[src/rgbpwe_pkg.sv]
// Shared types, codes and helpers for the RGB LED pulse-width encoder.
package rgbpwe_pkg;

  localparam int COLOR_BITS_DEF = 24;
  localparam int CFG_IDX_W      = 3;
  localparam int CFG_DATA_W     = 16;
  localparam int PULSE_W        = 8;
  localparam int COUNT_W        = 16;

  localparam logic [1:0] CMD_TICK  = 2'd0;
  localparam logic [1:0] CMD_SEND  = 2'd1;
  localparam logic [1:0] CMD_LATCH = 2'd2;

  localparam logic [CFG_IDX_W-1:0] CFG_ZERO_HIGH = 3'd0;
  localparam logic [CFG_IDX_W-1:0] CFG_ZERO_LOW  = 3'd1;
  localparam logic [CFG_IDX_W-1:0] CFG_ONE_HIGH  = 3'd2;
  localparam logic [CFG_IDX_W-1:0] CFG_ONE_LOW   = 3'd3;
  localparam logic [CFG_IDX_W-1:0] CFG_LATCH     = 3'd4;

  localparam logic [PULSE_W-1:0] ZERO_HIGH_RST = 8'd7;
  localparam logic [PULSE_W-1:0] ZERO_LOW_RST  = 8'd16;
  localparam logic [PULSE_W-1:0] ONE_HIGH_RST  = 8'd14;
  localparam logic [PULSE_W-1:0] ONE_LOW_RST   = 8'd12;
  localparam logic [COUNT_W-1:0] LATCH_RST     = 16'd10000;

  typedef enum logic [1:0] {
    PH_IDLE  = 2'd0,
    PH_HIGH  = 2'd1,
    PH_LOW   = 2'd2,
    PH_LATCH = 2'd3
  } phase_t;

  typedef struct packed {
    logic [1:0]  command;
    logic [23:0] color_word;
    logic        row;
  } in_word_t;

  typedef struct packed {
    logic middle_pin;
    logic side_pin;
    logic busy_res;
    logic done_res;
    logic rejected;
  } out_word_t;

  // A programmed length of zero still lasts one tick.
  function automatic logic [COUNT_W-1:0] min_one(input logic [COUNT_W-1:0] v);
    min_one = (v == '0) ? COUNT_W'(1) : v;
  endfunction

endpackage

[src/rgb_led_pulse_width_encoder_unit.sv]
// Top level of the RGB LED pulse-width encoder: tick sequencer and result register.
// The result word of an accepted input word shows in the output register in the cycle after its acceptance.
// Throughput: one word per cycle while in_stall is low; the tick sequencer updates its state in the accept cycle.
// Input stall rises only while the output register holds a word that is being stalled.
// Reset (synchronous, rst_n low): sequencer idle, result register empty,
// pulse and latch lengths back to their defaults (7, 16, 14, 12, 10000 ticks).
module rgb_led_pulse_width_encoder_unit
  import rgbpwe_pkg::*;
#(
  parameter int COLOR_BITS = COLOR_BITS_DEF
) (
  input  logic                  clk,
  input  logic                  rst_n,
  input  logic                  in_valid,
  output logic                  in_stall,
  input  in_word_t              in_word,
  output logic                  out_valid,
  input  logic                  out_stall,
  output out_word_t             out_word,
  input  logic                  cfg_valid,
  output logic                  cfg_ready,
  input  logic [CFG_IDX_W-1:0]  cfg_index,
  input  logic [CFG_DATA_W-1:0] cfg_data
);

  localparam int BIT_W = $clog2(COLOR_BITS);
  localparam logic [BIT_W-1:0] BIT_LAST = BIT_W'(COLOR_BITS - 1);

  // Timing registers
  logic [PULSE_W-1:0] zero_high_r, zero_low_r, one_high_r, one_low_r;
  logic [COUNT_W-1:0] latch_r;

  // Sequencer state
  phase_t              phase_r, phase_nxt;
  logic [COUNT_W-1:0]  count_r, count_nxt;
  logic [COLOR_BITS-1:0] shift_word_r, shift_word_nxt;
  logic [BIT_W-1:0]    bits_left_r, bits_left_nxt;
  logic                row_r, row_nxt;

  // Result register
  logic      out_valid_r, out_valid_nxt;
  out_word_t out_word_r, out_word_nxt;

  // State after this tick's command has been applied
  phase_t                phase_a;
  logic [COUNT_W-1:0]    count_a, count_dec;
  logic [COLOR_BITS-1:0] word_a;
  logic [BIT_W-1:0]      bits_left_a;
  logic                  row_a;
  logic                  rejected_a;
  logic                  in_accept;
  logic                  level;

  // Accept a new word whenever the result register is free or being drained.
  assign in_stall  = out_valid_r & out_stall;
  assign in_accept = in_valid & ~in_stall;
  assign out_valid = out_valid_r;
  assign out_word  = out_word_r;
  assign cfg_ready = 1'b1;

  // Configuration writes; unknown indexes are dropped.
  always_ff @(posedge clk) begin
    if (!rst_n) begin
      zero_high_r <= ZERO_HIGH_RST;
      zero_low_r  <= ZERO_LOW_RST;
      one_high_r  <= ONE_HIGH_RST;
      one_low_r   <= ONE_LOW_RST;
      latch_r     <= LATCH_RST;
    end else if (cfg_valid && cfg_ready) begin
      case (cfg_index)
        CFG_ZERO_HIGH: zero_high_r <= cfg_data[PULSE_W-1:0];
        CFG_ZERO_LOW:  zero_low_r  <= cfg_data[PULSE_W-1:0];
        CFG_ONE_HIGH:  one_high_r  <= cfg_data[PULSE_W-1:0];
        CFG_ONE_LOW:   one_low_r   <= cfg_data[PULSE_W-1:0];
        CFG_LATCH:     latch_r     <= cfg_data;
        default: ;
      endcase
    end
  end

  // Command decode: a send or latch starts only from idle, otherwise it is rejected.
  // A started word or latch shows on this same tick's result.
  always_comb begin
    phase_a     = phase_r;
    count_a     = count_r;
    word_a      = shift_word_r;
    bits_left_a = bits_left_r;
    row_a       = row_r;
    rejected_a  = 1'b0;
    if (in_word.command == CMD_SEND || in_word.command == CMD_LATCH) begin
      if (phase_r != PH_IDLE) begin
        rejected_a = 1'b1;
      end else if (in_word.command == CMD_SEND) begin
        // Bits of the color word above COLOR_BITS are dropped here.
        word_a      = COLOR_BITS'(in_word.color_word);
        bits_left_a = BIT_LAST;
        row_a       = in_word.row;
        phase_a     = PH_HIGH;
        count_a     = min_one(COUNT_W'(word_a[BIT_LAST] ? one_high_r : zero_high_r));
      end else begin
        row_a   = in_word.row;
        phase_a = PH_LATCH;
        count_a = min_one(latch_r);
      end
    end
  end

  // Result of this tick: pin levels, busy, done, rejected.
  always_comb begin
    level                   = (phase_a == PH_HIGH);
    out_word_nxt.middle_pin = level & ~row_a;
    out_word_nxt.side_pin   = level & row_a;
    out_word_nxt.busy_res   = (phase_a != PH_IDLE);
    out_word_nxt.done_res   = (count_a == COUNT_W'(1)) &&
                              (phase_a == PH_LATCH ||
                               (phase_a == PH_LOW && bits_left_a == '0));
    out_word_nxt.rejected   = rejected_a;
  end

  // Next state: count the tick down, then advance the phase when the count expires.
  always_comb begin
    count_dec      = (count_a != '0) ? count_a - COUNT_W'(1) : count_a;
    phase_nxt      = phase_a;
    count_nxt      = count_a;
    shift_word_nxt = word_a;
    bits_left_nxt  = bits_left_a;
    row_nxt        = row_a;
    if (phase_a != PH_IDLE) begin
      count_nxt = count_dec;
      if (count_dec == '0) begin
        case (phase_a)
          PH_HIGH: begin
            phase_nxt = PH_LOW;
            count_nxt = min_one(COUNT_W'(word_a[bits_left_a] ? one_low_r : zero_low_r));
          end
          PH_LOW: begin
            if (bits_left_a != '0) begin
              bits_left_nxt = bits_left_a - BIT_W'(1);
              phase_nxt     = PH_HIGH;
              count_nxt     = min_one(COUNT_W'(word_a[bits_left_a - BIT_W'(1)] ?
                                               one_high_r : zero_high_r));
            end else begin
              phase_nxt     = PH_IDLE;
              bits_left_nxt = '0;
            end
          end
          default: begin
            phase_nxt     = PH_IDLE;
            bits_left_nxt = '0;
          end
        endcase
      end
    end
  end

  // Hold the result word until taken; load a new one on every accepted tick.
  always_comb begin
    out_valid_nxt = out_valid_r;
    if (in_accept) begin
      out_valid_nxt = 1'b1;
    end else if (!out_stall) begin
      out_valid_nxt = 1'b0;
    end
  end

  always_ff @(posedge clk) begin
    if (!rst_n) begin
      phase_r      <= PH_IDLE;
      count_r      <= '0;
      shift_word_r <= '0;
      bits_left_r  <= '0;
      row_r        <= 1'b0;
      out_valid_r  <= 1'b0;
    end else begin
      out_valid_r <= out_valid_nxt;
      if (in_accept) begin
        phase_r      <= phase_nxt;
        count_r      <= count_nxt;
        shift_word_r <= shift_word_nxt;
        bits_left_r  <= bits_left_nxt;
        row_r        <= row_nxt;
      end
    end
  end

  always_ff @(posedge clk) begin
    if (in_accept) begin
      out_word_r <= out_word_nxt;
    end
  end

endmodule

[config.mk]
export PLATFORM = sky130hd
export DESIGN_NAME = rgb_led_pulse_width_encoder_unit
export DESIGN_NICKNAME = d
export VERILOG_FILES = /design/src/rgbpwe_pkg.sv /design/src/rgb_led_pulse_width_encoder_unit.sv
export SDC_FILE = /design/constraint.sdc
export NUM_CORES = 1
export LEC_CHECK = 0
export ABC_AREA = 1
export BUFFER_PORTS_ARGS = -buffer_cell sky130_fd_sc_hd__buf_2
export CORE_MARGIN = 2
export CORE_UTILIZATION = 65
export DETAILED_ROUTE_END_ITERATION = 10
export PLACE_DENSITY = 0.91
export SLEW_MARGIN = 20
export SYNTH_ARGS = -nofsm -noshare
export SYNTH_HDL_FRONTEND = slang
export SYNTH_SLANG_ARGS = --single-unit
[constraint.sdc]
create_clock -name clk -period 9.76 [get_ports clk]
set_clock_uncertainty 0.15 [all_clocks]
set_input_delay 0.488 -clock clk [delete_from_list [all_inputs] [get_ports clk]]
set_output_delay 0.488 -clock clk [all_outputs]
set_load 0.01 [all_outputs]
==> results of run 1 <==
state kept, by name, indices dropped and copies added, names as in the netlist, 8 cells and up:
register / flops
shift_word_r: 24
count_r: 16
latch_r: 16
one_high_r: 8
one_low_r: 8
zero_high_r: 8
zero_low_r: 8
power groups by stage:
stage / clock network [mW] / logic [mW] / registers [mW]
finish: 0.276 / 0.429 / 0.461
global route: 0.293 / 0.480 / 0.464
CTS: 0.277 / 0.419 / 0.461
detailed placement: 0 / 0.416 / 0.470
global placement: 0 / 0.413 / 0.470
floorplan: 0 / 0.319 / 0.468
Yosys cell counts, types with 2 or more instances:
cell type  instances
nand3_1          103
nand4_1           33
nor3_1             5
buf_1              2
edfxtp_1           5
nor2_4             3
nand2_2            6
o21ai_1            8
ha_1               4
o21ai_2            2
a21oi_1           69
o211ai_1          17
buf_4              4
xnor2_1            2
o22ai_1            7
inv_2              4
buf_2             13
xor2_1             2
nor2_1            96
o21ai_0           84
nand3_2            3
a31oi_1           10
nand2_1          330
dfxtp_1           97
mux2i_1            2
nor2_2             7
clkbuf_1          32
inv_1            138
nand3b_1           6
worst max path at each step:
stage	startpoint	to	slack [ns]	cells after the start
detailed placement	in_word[26]	count_r[0]	4.78	25
global placement	in_word[26]	count_r[0]	4.81	25
CTS	in_word[26]	count_r[0]	5.19	25
finish	in_word[26]	count_r[0]	5.05	25
global route	in_word[26]	count_r[0]	4.64	25
floorplan	in_word[26]	bits_left_r[1]	6.23	22
metrics by stage:
step                      util [%]  power, mW  setup WS (ns)  std cells
after global placement        69.9      0.883           4.81       1242
final                         71.9       1.17           5.05       1258
after detailed placement      69.9      0.886           4.78       1242
after floorplan                  -      0.786           6.23       1100
after global routing          71.9       1.24           4.64       1258
after CTS                     71.9       1.16           5.19       1258
cell type report:
cell class | instances | area, um^2 | area share (%)
clock buffers | 11 | 153 | 2.16
clock inverters | 5 | 45.0 | 0.638
inverters | 143 | 537 | 7.60
multi-input cells | 803 | 3750 | 53.2
flip-flops and latches | 102 | 2090 | 29.6
well taps | 133 | 166 | 2.36
repair buffers | 61 | 315 | 4.46
worst max-delay path: stages:
cell and delay (ns):
buf_2 0.07, inv_1 0.03, ha_1 0.32, inv_2 0.21, nand3_2 0.13, buf_4 0.48, nand2_1 0.48, inv_1 0.32
ha_1 0.37, inv_1 0.26, o21ai_0 0.13, inv_1 0.06, nand2_1 0.05, nand3_1 0.07, nand2_1 0.08, nand2_1 0.22
nand3_2 0.24, o21ai_1 0.27, nor2_1 0.08, nand2_1 0.06, nand2_1 0.06, nand2_1 0.07, nand4_1 0.08, nand2_1 0.09
a21oi_1 0.05
metal layers:
layer,share of wire (%),vias up,track usage [%]
li1,-,3607,-
met1,45,3175,47.1
met2,44,347,53.3
met3,9.0,29,7.49
met4,1.7,0,10.6
met5,0,-,0
cell families (layout without fill, tap and decap cells):
kind of cell / Yosys count / count (layout) / synth area share (%)
buf+inv: 195 / 220 / 11.7
flops: 102 / 102 / 31.7
fa+ha+maj: 4 / 4 / 0.757
xor+xnor: 4 / 4 / 0.530
simple gates: 593 / 593 / 38.7
mux: 2 / 2 / 0.303
compound gates: 199 / 199 / 16.4
other cells: 1 / 1 / 0.0567
==> run_results.csv, run 1 <==
group,metric,value,unit
cells_and_area,area_growth,6.85,%
worst_setup_path,regToRegStartpoint,"phase_r[0]",
pwr,switching_power,474,uW
drt,drt-pass1-iter-count,8,
cells_and_area,final_area,7060,um^2
die,rows,36,
die,start_util,67.3,%
worst_setup_path,r2r_cells,22,
logic_synthesis,synth_cell_types,35,
die,die-width,105,um
cells_and_area,final_cell_mix,"nand2_1, inv_1, nand3_1",
logic_synthesis,synth_area_leaders,"dfxtp_1, nand2_1, inv_1",
die,core_area,9820,um^2
die,die_area,11000,um^2
timing,holdWs,0.140,ns
pwr,p_comb_share,36.8,%
worst_setup_path,cp-start-kind,"input pin",
cells_and_area,drive_above_1_share,9.24,%
logic_synthesis,yosysSeqAreaShare,31.7,%
timing,max-slew-margin-rel,49.3,%
hold_path,worstHoldPathCells,3,
drt,drc,0,
timing,rsz0062_at_grt,"no",
timing,timing.final.hold_violations,0,
worst_setup_path,regToRegSetupSlack,5.10,ns
worst_setup_path,arrival,4.83,ns
logic_synthesis,postSynthAreaPerCell,6.01,um^2
worst_setup_path,required,9.87,ns
clock_network,clk_path_buf_depth,2,
worst_setup_path,critPathKind,"in2reg",
clock_network,clk_latency,0.40,ns
worst_setup_path,cp-end-kind,"flip-flop",
hold_path,hp-start,"cfg_data[9]",
clock_network,cts_resized,0,
pwr,power_frac_seq,39.5,%
worst_setup_path,path_max_fanout,62,
drt,wl,18400,um
placed_design,gp_congestion,1.02,
clock_network,cts_tree,"done",
timing,period_needed,4.71,ns
drt,post_drt_wl_per_cell,14.6,um
pwr,sw_frac_of_total,40.7,%
run_status,status,"completed",
timing,setup_viol,0,
logic_synthesis,netlist.area_leader.share,29.4,%
clock_network,root_buffer,"clkbuf_8",
timing,drv_slew,0,
drt,dr_total_vias,7158,
pwr,p_clk_share,23.7,%
timing,final.period_utilization,48.3,%
timing,fin_tns_setup,0,ns
logic_synthesis,postSynthCellCount,1100,
timing,tightest_slew,0.760,ns
global_routing,overflow,0,
die,fp.dieH,105,um
global_routing,grt_usage,34.1,%
hold_path,whs_endpoint,"latch_r[9]",
clock_network,cts-htree-levels,3,
logic_synthesis,synthArstFlopShare,0,%
cells_and_area,num-fill-cells,920,
logic_synthesis,ys_warn_count,0,
clock_network,postCtsHoldBufs,0,
pwr,p_per_area,165,nW/um^2
logic_synthesis,synth.cell_area,6610,um^2
clock_network,post_cts_buffers,0,
run,max_cap_violations,0,
clock_network,clk_pin_slew_worst_paths,0.10,ns
cells_and_area,nets,1175,
drt,drtIter0Drc,824,
die,pin_count,59,
cells_and_area,diodes,0,
timing,max_freq,212,MHz
drt,via_per_inst,5.69,
pwr,peakVddDrop,0.156,mV
logic_synthesis,yosysTopAreaCell,"dfxtp_1",
global_routing,grt_start_max_net_pins,83,
global_routing,grt_pass1_vias,6413,
clock_network,cts_buffers,9,
placed_design,dpl.hpwl,13300,um
global_routing,grt_pass1_wl,30400,um
placed_design,io_buffer_count,57,
logic_synthesis,synth_fp_nets,1155,
logic_synthesis,synth_seq_cells,102,
drt,drtAntennaViolNets,0,
pwr,p_int,692,uW
pwr,power_leakage,3.55,nW
global_routing,antenna_found_initial,0,
hold_path,hp-class,"in2reg",
cells_and_area,final_common_cell,"nand2_1",
clock_network,cts_num_sinks,102,
placed_design,placed_cell_area,6860,um^2
worst_setup_path,worstReg2RegEnd,"count_r[0]",
logic_synthesis,synth-edff-count,5,
logic_synthesis,synth_ff_type,"dfxtp_1",
(Power assumes the default switching activity.)
==> inputs of run 2 (changes only) <==
- ABC_AREA: 1 -> 0
- CORE_UTILIZATION: 65 -> 54
- PLACE_DENSITY: 0.91 -> 0.82
- clock period: 9.76 -> 4.1 ns (I/O delays scaled with it)
==> run 2 against run 1 <==
Worst setup slack worse by 4.9 ns. Worst hold slack worse by 0.056 ns. Critical path depth down 10. Cell count down 22%. Non-clock buffer count up 70. Die area up 9.3%. Clock-buffer cell count unchanged. Wire length down 6.0%. Critical endpoint is now bits_left_r[2].
==> run_results.csv, run 2 <==
group,metric,value,unit
run_status,status,"completed",
timing,max-slew-margin-rel,42.5,%
die,die-width,110,um
die,start_util,55.6,%
logic_synthesis,synth_ff_type,"dfxtp_1",
logic_synthesis,netlist.area_leader.share,32.2,%
logic_synthesis,synth_fp_nets,802,
pwr,p_per_area,339,nW/um^2
cells_and_area,final_common_cell,"nand2_1",
logic_synthesis,yosysTopAreaCell,"dfxtp_1",
clock_network,clk_path_buf_depth,2,
worst_setup_path,cpPeakStageDelay,0.55,ns
cells_and_area,nets,896,
pwr,sw_frac_of_total,33.7,%
die,core_area,10800,um^2
pwr,peakVddDrop,0.243,mV
clock_network,cts_num_sinks,102,
die,rows,38,
placed_design,placed_cell_area,6570,um^2
timing,holdWs,0.0841,ns
timing,rsz0062_at_grt,"no",
cells_and_area,num-fill-cells,903,
clock_network,root_buffer,"clkbuf_8",
worst_setup_path,cp-start-kind,"flip-flop",
drt,via_per_inst,6.05,
cells_and_area,largest_reg_flops,24,
timing,setup_viol,0,
global_routing,grt_pass1_wl,27600,um
timing,period_needed,3.95,ns
placed_design,dpl.hpwl,12200,um
drt,dr_total_vias,5964,
drt,drtIter0Drc,512,
logic_synthesis,synth-edff-count,5,
placed_design,io_buffer_count,57,
cells_and_area,diodes,0,
logic_synthesis,ys_warn_count,0,
drt,post_drt_wl_per_cell,17.5,um
worst_setup_path,regToRegSetupSlack,0.15,ns
logic_synthesis,synth_area_leaders,"dfxtp_1, nand2_1, a21boi_0",
die,fp.dieH,110,um
global_routing,antenna_found_initial,0,
pwr,p_int,1.62,mW
logic_synthesis,yosysSeqAreaShare,34.7,%
logic_synthesis,postSynthCellCount,747,
logic_synthesis,postSynthAreaPerCell,8.06,um^2
global_routing,grt_start_max_net_pins,55,
timing,max_freq,253,MHz
drt,drc,0,
clock_network,cts_tree,"done",
timing,timing.final.hold_violations,0,
timing,drv_slew,0,
worst_setup_path,crit_path_frequent_cell,"nor4_4",
hold_path,hp-class,"in2reg",
worst_setup_path,arrival,4.12,ns
worst_setup_path,required,4.27,ns
cells_and_area,reg.largest.list,"shift_word_r: 24 flops, count_r: 16 flops, latch_r: 16 flops",
logic_synthesis,synth.cell_area,6020,um^2
global_routing,grt_usage,29.7,%
worst_setup_path,path_cells,"or4_4 > nor4_4 > a311o_1 > nand3_1 > ha_1 > nor4b_1 > a41oi_1 > or2_4 > o21ai_0 > mux2_2 > nor4_4 > buf_4 > nand2_2 > or4_1 > a21oi_1",
die,pin_count,59,
timing,final.period_utilization,96.4,%
worst_setup_path,critPathBufInv,1,
global_routing,overflow,0,
cells_and_area,ff_latch_area,2090,um^2
clock_network,clk_latency,0.39,ns
logic_synthesis,synth.cells.most_frequent,"nand2_1, dfxtp_1, a21boi_0",
logic_synthesis,synth_cell_types,78,
pwr,power_frac_seq,44.1,%
timing,tightest_slew,0.862,ns
cells_and_area,regMostFlops,"shift_word_r",
worst_setup_path,critPathKind,"reg2reg",
logic_synthesis,synthArstFlopShare,0,%
clock_network,cts-htree-levels,3,
placed_design,gp_congestion,0.951,
cells_and_area,area_growth,19.7,%
logic_synthesis,synth_seq_cells,102,
die,die_area,12000,um^2
run,max_cap_violations,0,
pwr,switching_power,824,uW
pwr,p_clk_share,25.9,%
clock_network,cts_buffers,9,
cells_and_area,drive_above_1_share,18.0,%
global_routing,grt_pass1_vias,5508,
placed_design,pre_cts_ws,0.0273,ns
worst_setup_path,crit_family,"simple AND/OR/NAND/NOR gates",
cells_and_area,multi_input_area,3760,um^2
cells_and_area,final_util,66.5,%
worst_setup_path,path_max_fanout,7,
logic_synthesis,synth.most_common_cell,"nand2_1",
worst_setup_path,critical-path-slowest-cell,"or4_4",
pwr,power_leakage,2.74,nW
timing,worst_slack,0.147,ns
drt,drt-pass1-iter-count,7,
pwr,p_comb_share,29.9,%
drt,drtAntennaViolNets,0,
worst_setup_path,cp-end-kind,"flip-flop",
clock_network,clk_pin_slew_worst_paths,0.10,ns
cells_and_area,final_cell_mix,"nand2_1, dfxtp_1, a21boi_0",
cells_and_area,final_area,7210,um^2
drt,wl,17300,um
==> run 2: cell types whose count changed after synthesis, sizes merged, moves of 36 or more <==
cell,before,now
o21ai,94,31
a21oi,70,34
nor2,106,34
nand2,336,173
nand3,106,27
a21boi,1,60
inv,142,8
==> run 2: logic make-up (layout without fill, tap and decap cells) <==
| group | count (synthesis) | count (layout) | synth area share (%) |
|---|---|---|---|
| AO/OA/AOI/OAI | 188 | 188 | 21.4 |
| XOR/XNOR | 12 | 12 | 1.74 |
| adder cells (fa/ha/maj) | 4 | 4 | 0.831 |
| buffers and inverters | 57 | 156 | 4.09 |
| flip-flops | 102 | 102 | 34.7 |
| multiplexers | 50 | 50 | 10.6 |
| other | 1 | 1 | 0.0623 |
| AND/OR/NAND/NOR | 333 | 333 | 26.6 |
==> run 2: metrics by stage <==
| step | total power, mW | instances | TNS [ns] |
|---|---|---|---|
| final | 2.44 | 986 | 0 |
| after global routing | 2.55 | 986 | 0 |
| after CTS | 2.43 | 985 | 0 |
| after detailed placement | 1.77 | 927 | 0 |
| after global placement | 1.76 | 927 | 0 |
| after floorplan | 1.57 | 747 | -0.223 |
==> run 2: timing repair <==
| item | CTS | global route |
|---|---|---|
| gates resized for setup | 0 | 5 |
| setup buffers | 0 | 1 |
| hold buffers | 42 | 0 |
| hold endpoints to repair | 72 | 0 |
| endpoints found under the setup margin | 0 | 14 |
==> run 2: area by class of cell <==
class                      instances  share of cell area, %
timing repair buffer             131                   13.1
inverter                           9                  0.642
clock buffer                      11                   2.10
sequential                       102                   29.0
clock inverter                     5                  0.556
multi-input combinational        588                   52.1
tap                              140                   2.43
==> run 2: worst paths after layout <==
kind                                   start          endpoint  depth (start not counted)
worst max-delay path              latch_r[8]    bits_left_r[2]                         15
worst min-delay path             in_word[24]  shift_word_r[23]                          3
worst max register to register    latch_r[8]    bits_left_r[2]                         15
worst min register to register  one_low_r[0]      one_low_r[0]                          2
==> run 2: layer usage <==
layer  routed length [um]  track usage (%)  vias to the layer above
met2                 8110             47.9                      245
met4                  382             11.0                        0
met1                 7690             40.2                     2826
met3                 1080             4.68                       39
li1                     -                -                     2854
met5                    0                0                        -
==> run 2: worst register-to-register path, stage by stage, from the launching register on <==
cell     delay [ns]
dfxtp_1        0.32
or4_4          0.55
nor4_4         0.18
a311o_1        0.25
nand3_1        0.13
ha_1           0.23
nor4b_1        0.15
a41oi_1        0.27
or2_4          0.22
o21ai_0        0.10
mux2_2         0.31
nor4_4         0.20
buf_4          0.18
nand2_2        0.08
or4_1          0.40
a21oi_1        0.16
==> run 2: power groups by stage <==
stage / clock, mW / combinational [mW] / sequential (mW)
after floorplan: 0 / 0.485 / 1.09
after global routing: 0.681 / 0.785 / 1.08
after CTS: 0.640 / 0.707 / 1.08
after detailed placement: 0 / 0.673 / 1.10
final: 0.634 / 0.732 / 1.08
after global placement: 0 / 0.658 / 1.10
==> inputs of run 3 (changes only) <==
- BUFFER_PORTS_ARGS: -buffer_cell sky130_fd_sc_hd__buf_2 -> not set
- CORE_UTILIZATION: 54 -> 58
- DONT_BUFFER_PORTS: not set -> 1
- PLACE_DENSITY: 0.82 -> 0.81
==> run 3 against run 2 <==
Total power fell by 0.85%. Largest power group unchanged. Critical path type unchanged. Worst hold slack worse by 0.028 ns. Largest cell class unchanged. Utilization rose by 2.8 points. Combinational power shrank 4.1%.
==> run_results.csv, run 3 (synthesis gave the netlist of run 2 again) <==
group,metric,value,unit
clock_network,clk_path_buf_depth,2,
placed_design,dpl.hpwl,11400,um
worst_setup_path,path_max_fanout,26,
cells_and_area,final_area,7060,um^2
cells_and_area,final_common_cell,"nand2_1",
pwr,peakVddDrop,0.435,mV
die,core_area,10200,um^2
timing,holdWs,0.0561,ns
die,rows,37,
timing,max_freq,254,MHz
pwr,p_per_area,343,nW/um^2
hold_path,hp-class,"in2reg",
timing,period_needed,3.94,ns
cells_and_area,area_growth,17.2,%
clock_network,clk_pin_slew_worst_paths,0.11,ns
drt,drtAntennaViolNets,0,
die,die_area,11200,um^2
cells_and_area,regMostFlops,"shift_word_r",
worst_setup_path,arrival,4.14,ns
placed_design,placed_cell_area,6210,um^2
cells_and_area,reg.largest.list,"shift_word_r: 24 flops, count_r: 16 flops, latch_r: 16 flops",
worst_setup_path,critical-path-slowest-cell,"or4_1",
clock_network,post_cts_buffers,0,
pwr,p_total,2.42,mW
worst_setup_path,critPathKind,"reg2reg",
worst_setup_path,crit_path_frequent_cell,"or4_1",
placed_design,gp_congestion,0.979,
worst_setup_path,required,4.30,ns
drt,drc,0,
drt,post_drt_wl_per_cell,18.4,um
worst_setup_path,cp.depth,10,
worst_setup_path,path_cells,"or3_1 > buf_4 > or4_1 > a211oi_2 > nand4_1 > mux2_2 > and3_1 > nand2_2 > or4_1 > a21oi_1",
worst_setup_path,cpPeakStageDelay,0.63,ns
cells_and_area,nets,845,
timing,max-slew-margin-rel,45.1,%
worst_setup_path,critPathBufInv,1,
drt,via_per_inst,6.29,
clock_network,cts_tree,"done",
worst_setup_path,cp-end-kind,"flip-flop",
hold_path,worstHoldPathCells,3,
timing,final.period_utilization,96.1,%
drt,drt-pass1-iter-count,5,
worst_setup_path,cp-start-kind,"flip-flop",
die,start_util,59.1,%
drt,wl,17100,um
global_routing,grt_usage,31.3,%
drt,drtIter0Drc,414,
cells_and_area,largest_reg_flops,24,
timing,tightest_slew,0.816,ns
run,max_cap_violations,0,
clock_network,clk_latency,0.41,ns
run_status,status,"completed",
clock_network,cts_buffers,9,
worst_setup_path,r2r_cells,10,
clock_network,cts_num_sinks,102,
global_routing,overflow,0,
timing,setup_viol,0,
die,pin_count,59,
pwr,power_leakage,2.51,nW
die,die-width,106,um
global_routing,grt_pass1_wl,28100,um
timing,timing.final.hold_violations,0,
cells_and_area,drive_above_1_share,11.2,%
global_routing,grt_pass1_vias,5863,
drt,dr_total_vias,5853,
global_routing,grt_start_max_net_pins,99,
cells_and_area,final_cell_mix,"nand2_1, dfxtp_1, a21boi_0",
clock_network,cts-htree-levels,3,
placed_design,io_buffer_count,0,
die,fp.dieH,106,um
global_routing,antenna_found_initial,0,
timing,drv_slew,0,
worst_setup_path,crit_family,"simple AND/OR/NAND/NOR gates",
cells_and_area,diodes,0,
clock_network,root_buffer,"clkbuf_8",
run 3: area by class of cell:
class                      count  area [um^2]
multi-input combinational    588         3780
fill                         803         3130
sequential                   102         2090
timing repair buffer          80          778
tap                          136          170
clock buffer                  10          138
clock inverter                 6         52.6
inverter                       9         46.3
run 3: final timing paths:
check / from / endpoint / slack (ns)
worst max-delay path: phase_r[1] / bits_left_r[2] / 0.16
worst min-delay path: cfg_index[1] / one_low_r[0] / 0.06
worst max register to register: phase_r[1] / bits_left_r[2] / 0.16
worst min register to register: latch_r[0] / latch_r[0] / 0.33
run 3: worst min-delay path, cell delays in order:
cell and delay (ns):
and3_1 0.21, nand2_1 0.09, a21boi_0 0.07
run 3: repair_timing:
| item | 4_1_cts | 5_1_grt |
|---|---|---|
| endpoints found under the setup margin | 0 | 13 |
| hold endpoints to repair | 98 | 0 |
| resized for setup | 0 | 9 |
| hold buffers | 59 | 0 |
run 3: routing by layer:
layer  share of wire (%)  up-vias  global-route usage [%]
met5                   0        -                       0
met2                  47      271                    51.1
li1                    -     2750                       -
met4                 4.0        0                    16.1
met3                 7.5       66                    8.22
met1                  42     2766                    38.1
run 3: through the flow:
stage	TNS, ns	worst slack, ns	instances	util (%)
2_1_floorplan	-0.223	-0.223	747	-
3_3_place_gp	0	0.231	856	61.0
3_5_place_dp	0	0.113	856	61.0
4_1_cts	0	0.0783	931	68.9
5_1_grt	-0.0261	-0.0261	931	69.3
6_report	0	0.159	931	69.3
run 3: report_power, final:
group	internal (mW)	switching [mW]	leakage, nW
sequential	1.04	0.0425	0.838
clock	0.248	0.391	0.0967
combinational	0.306	0.396	1.58
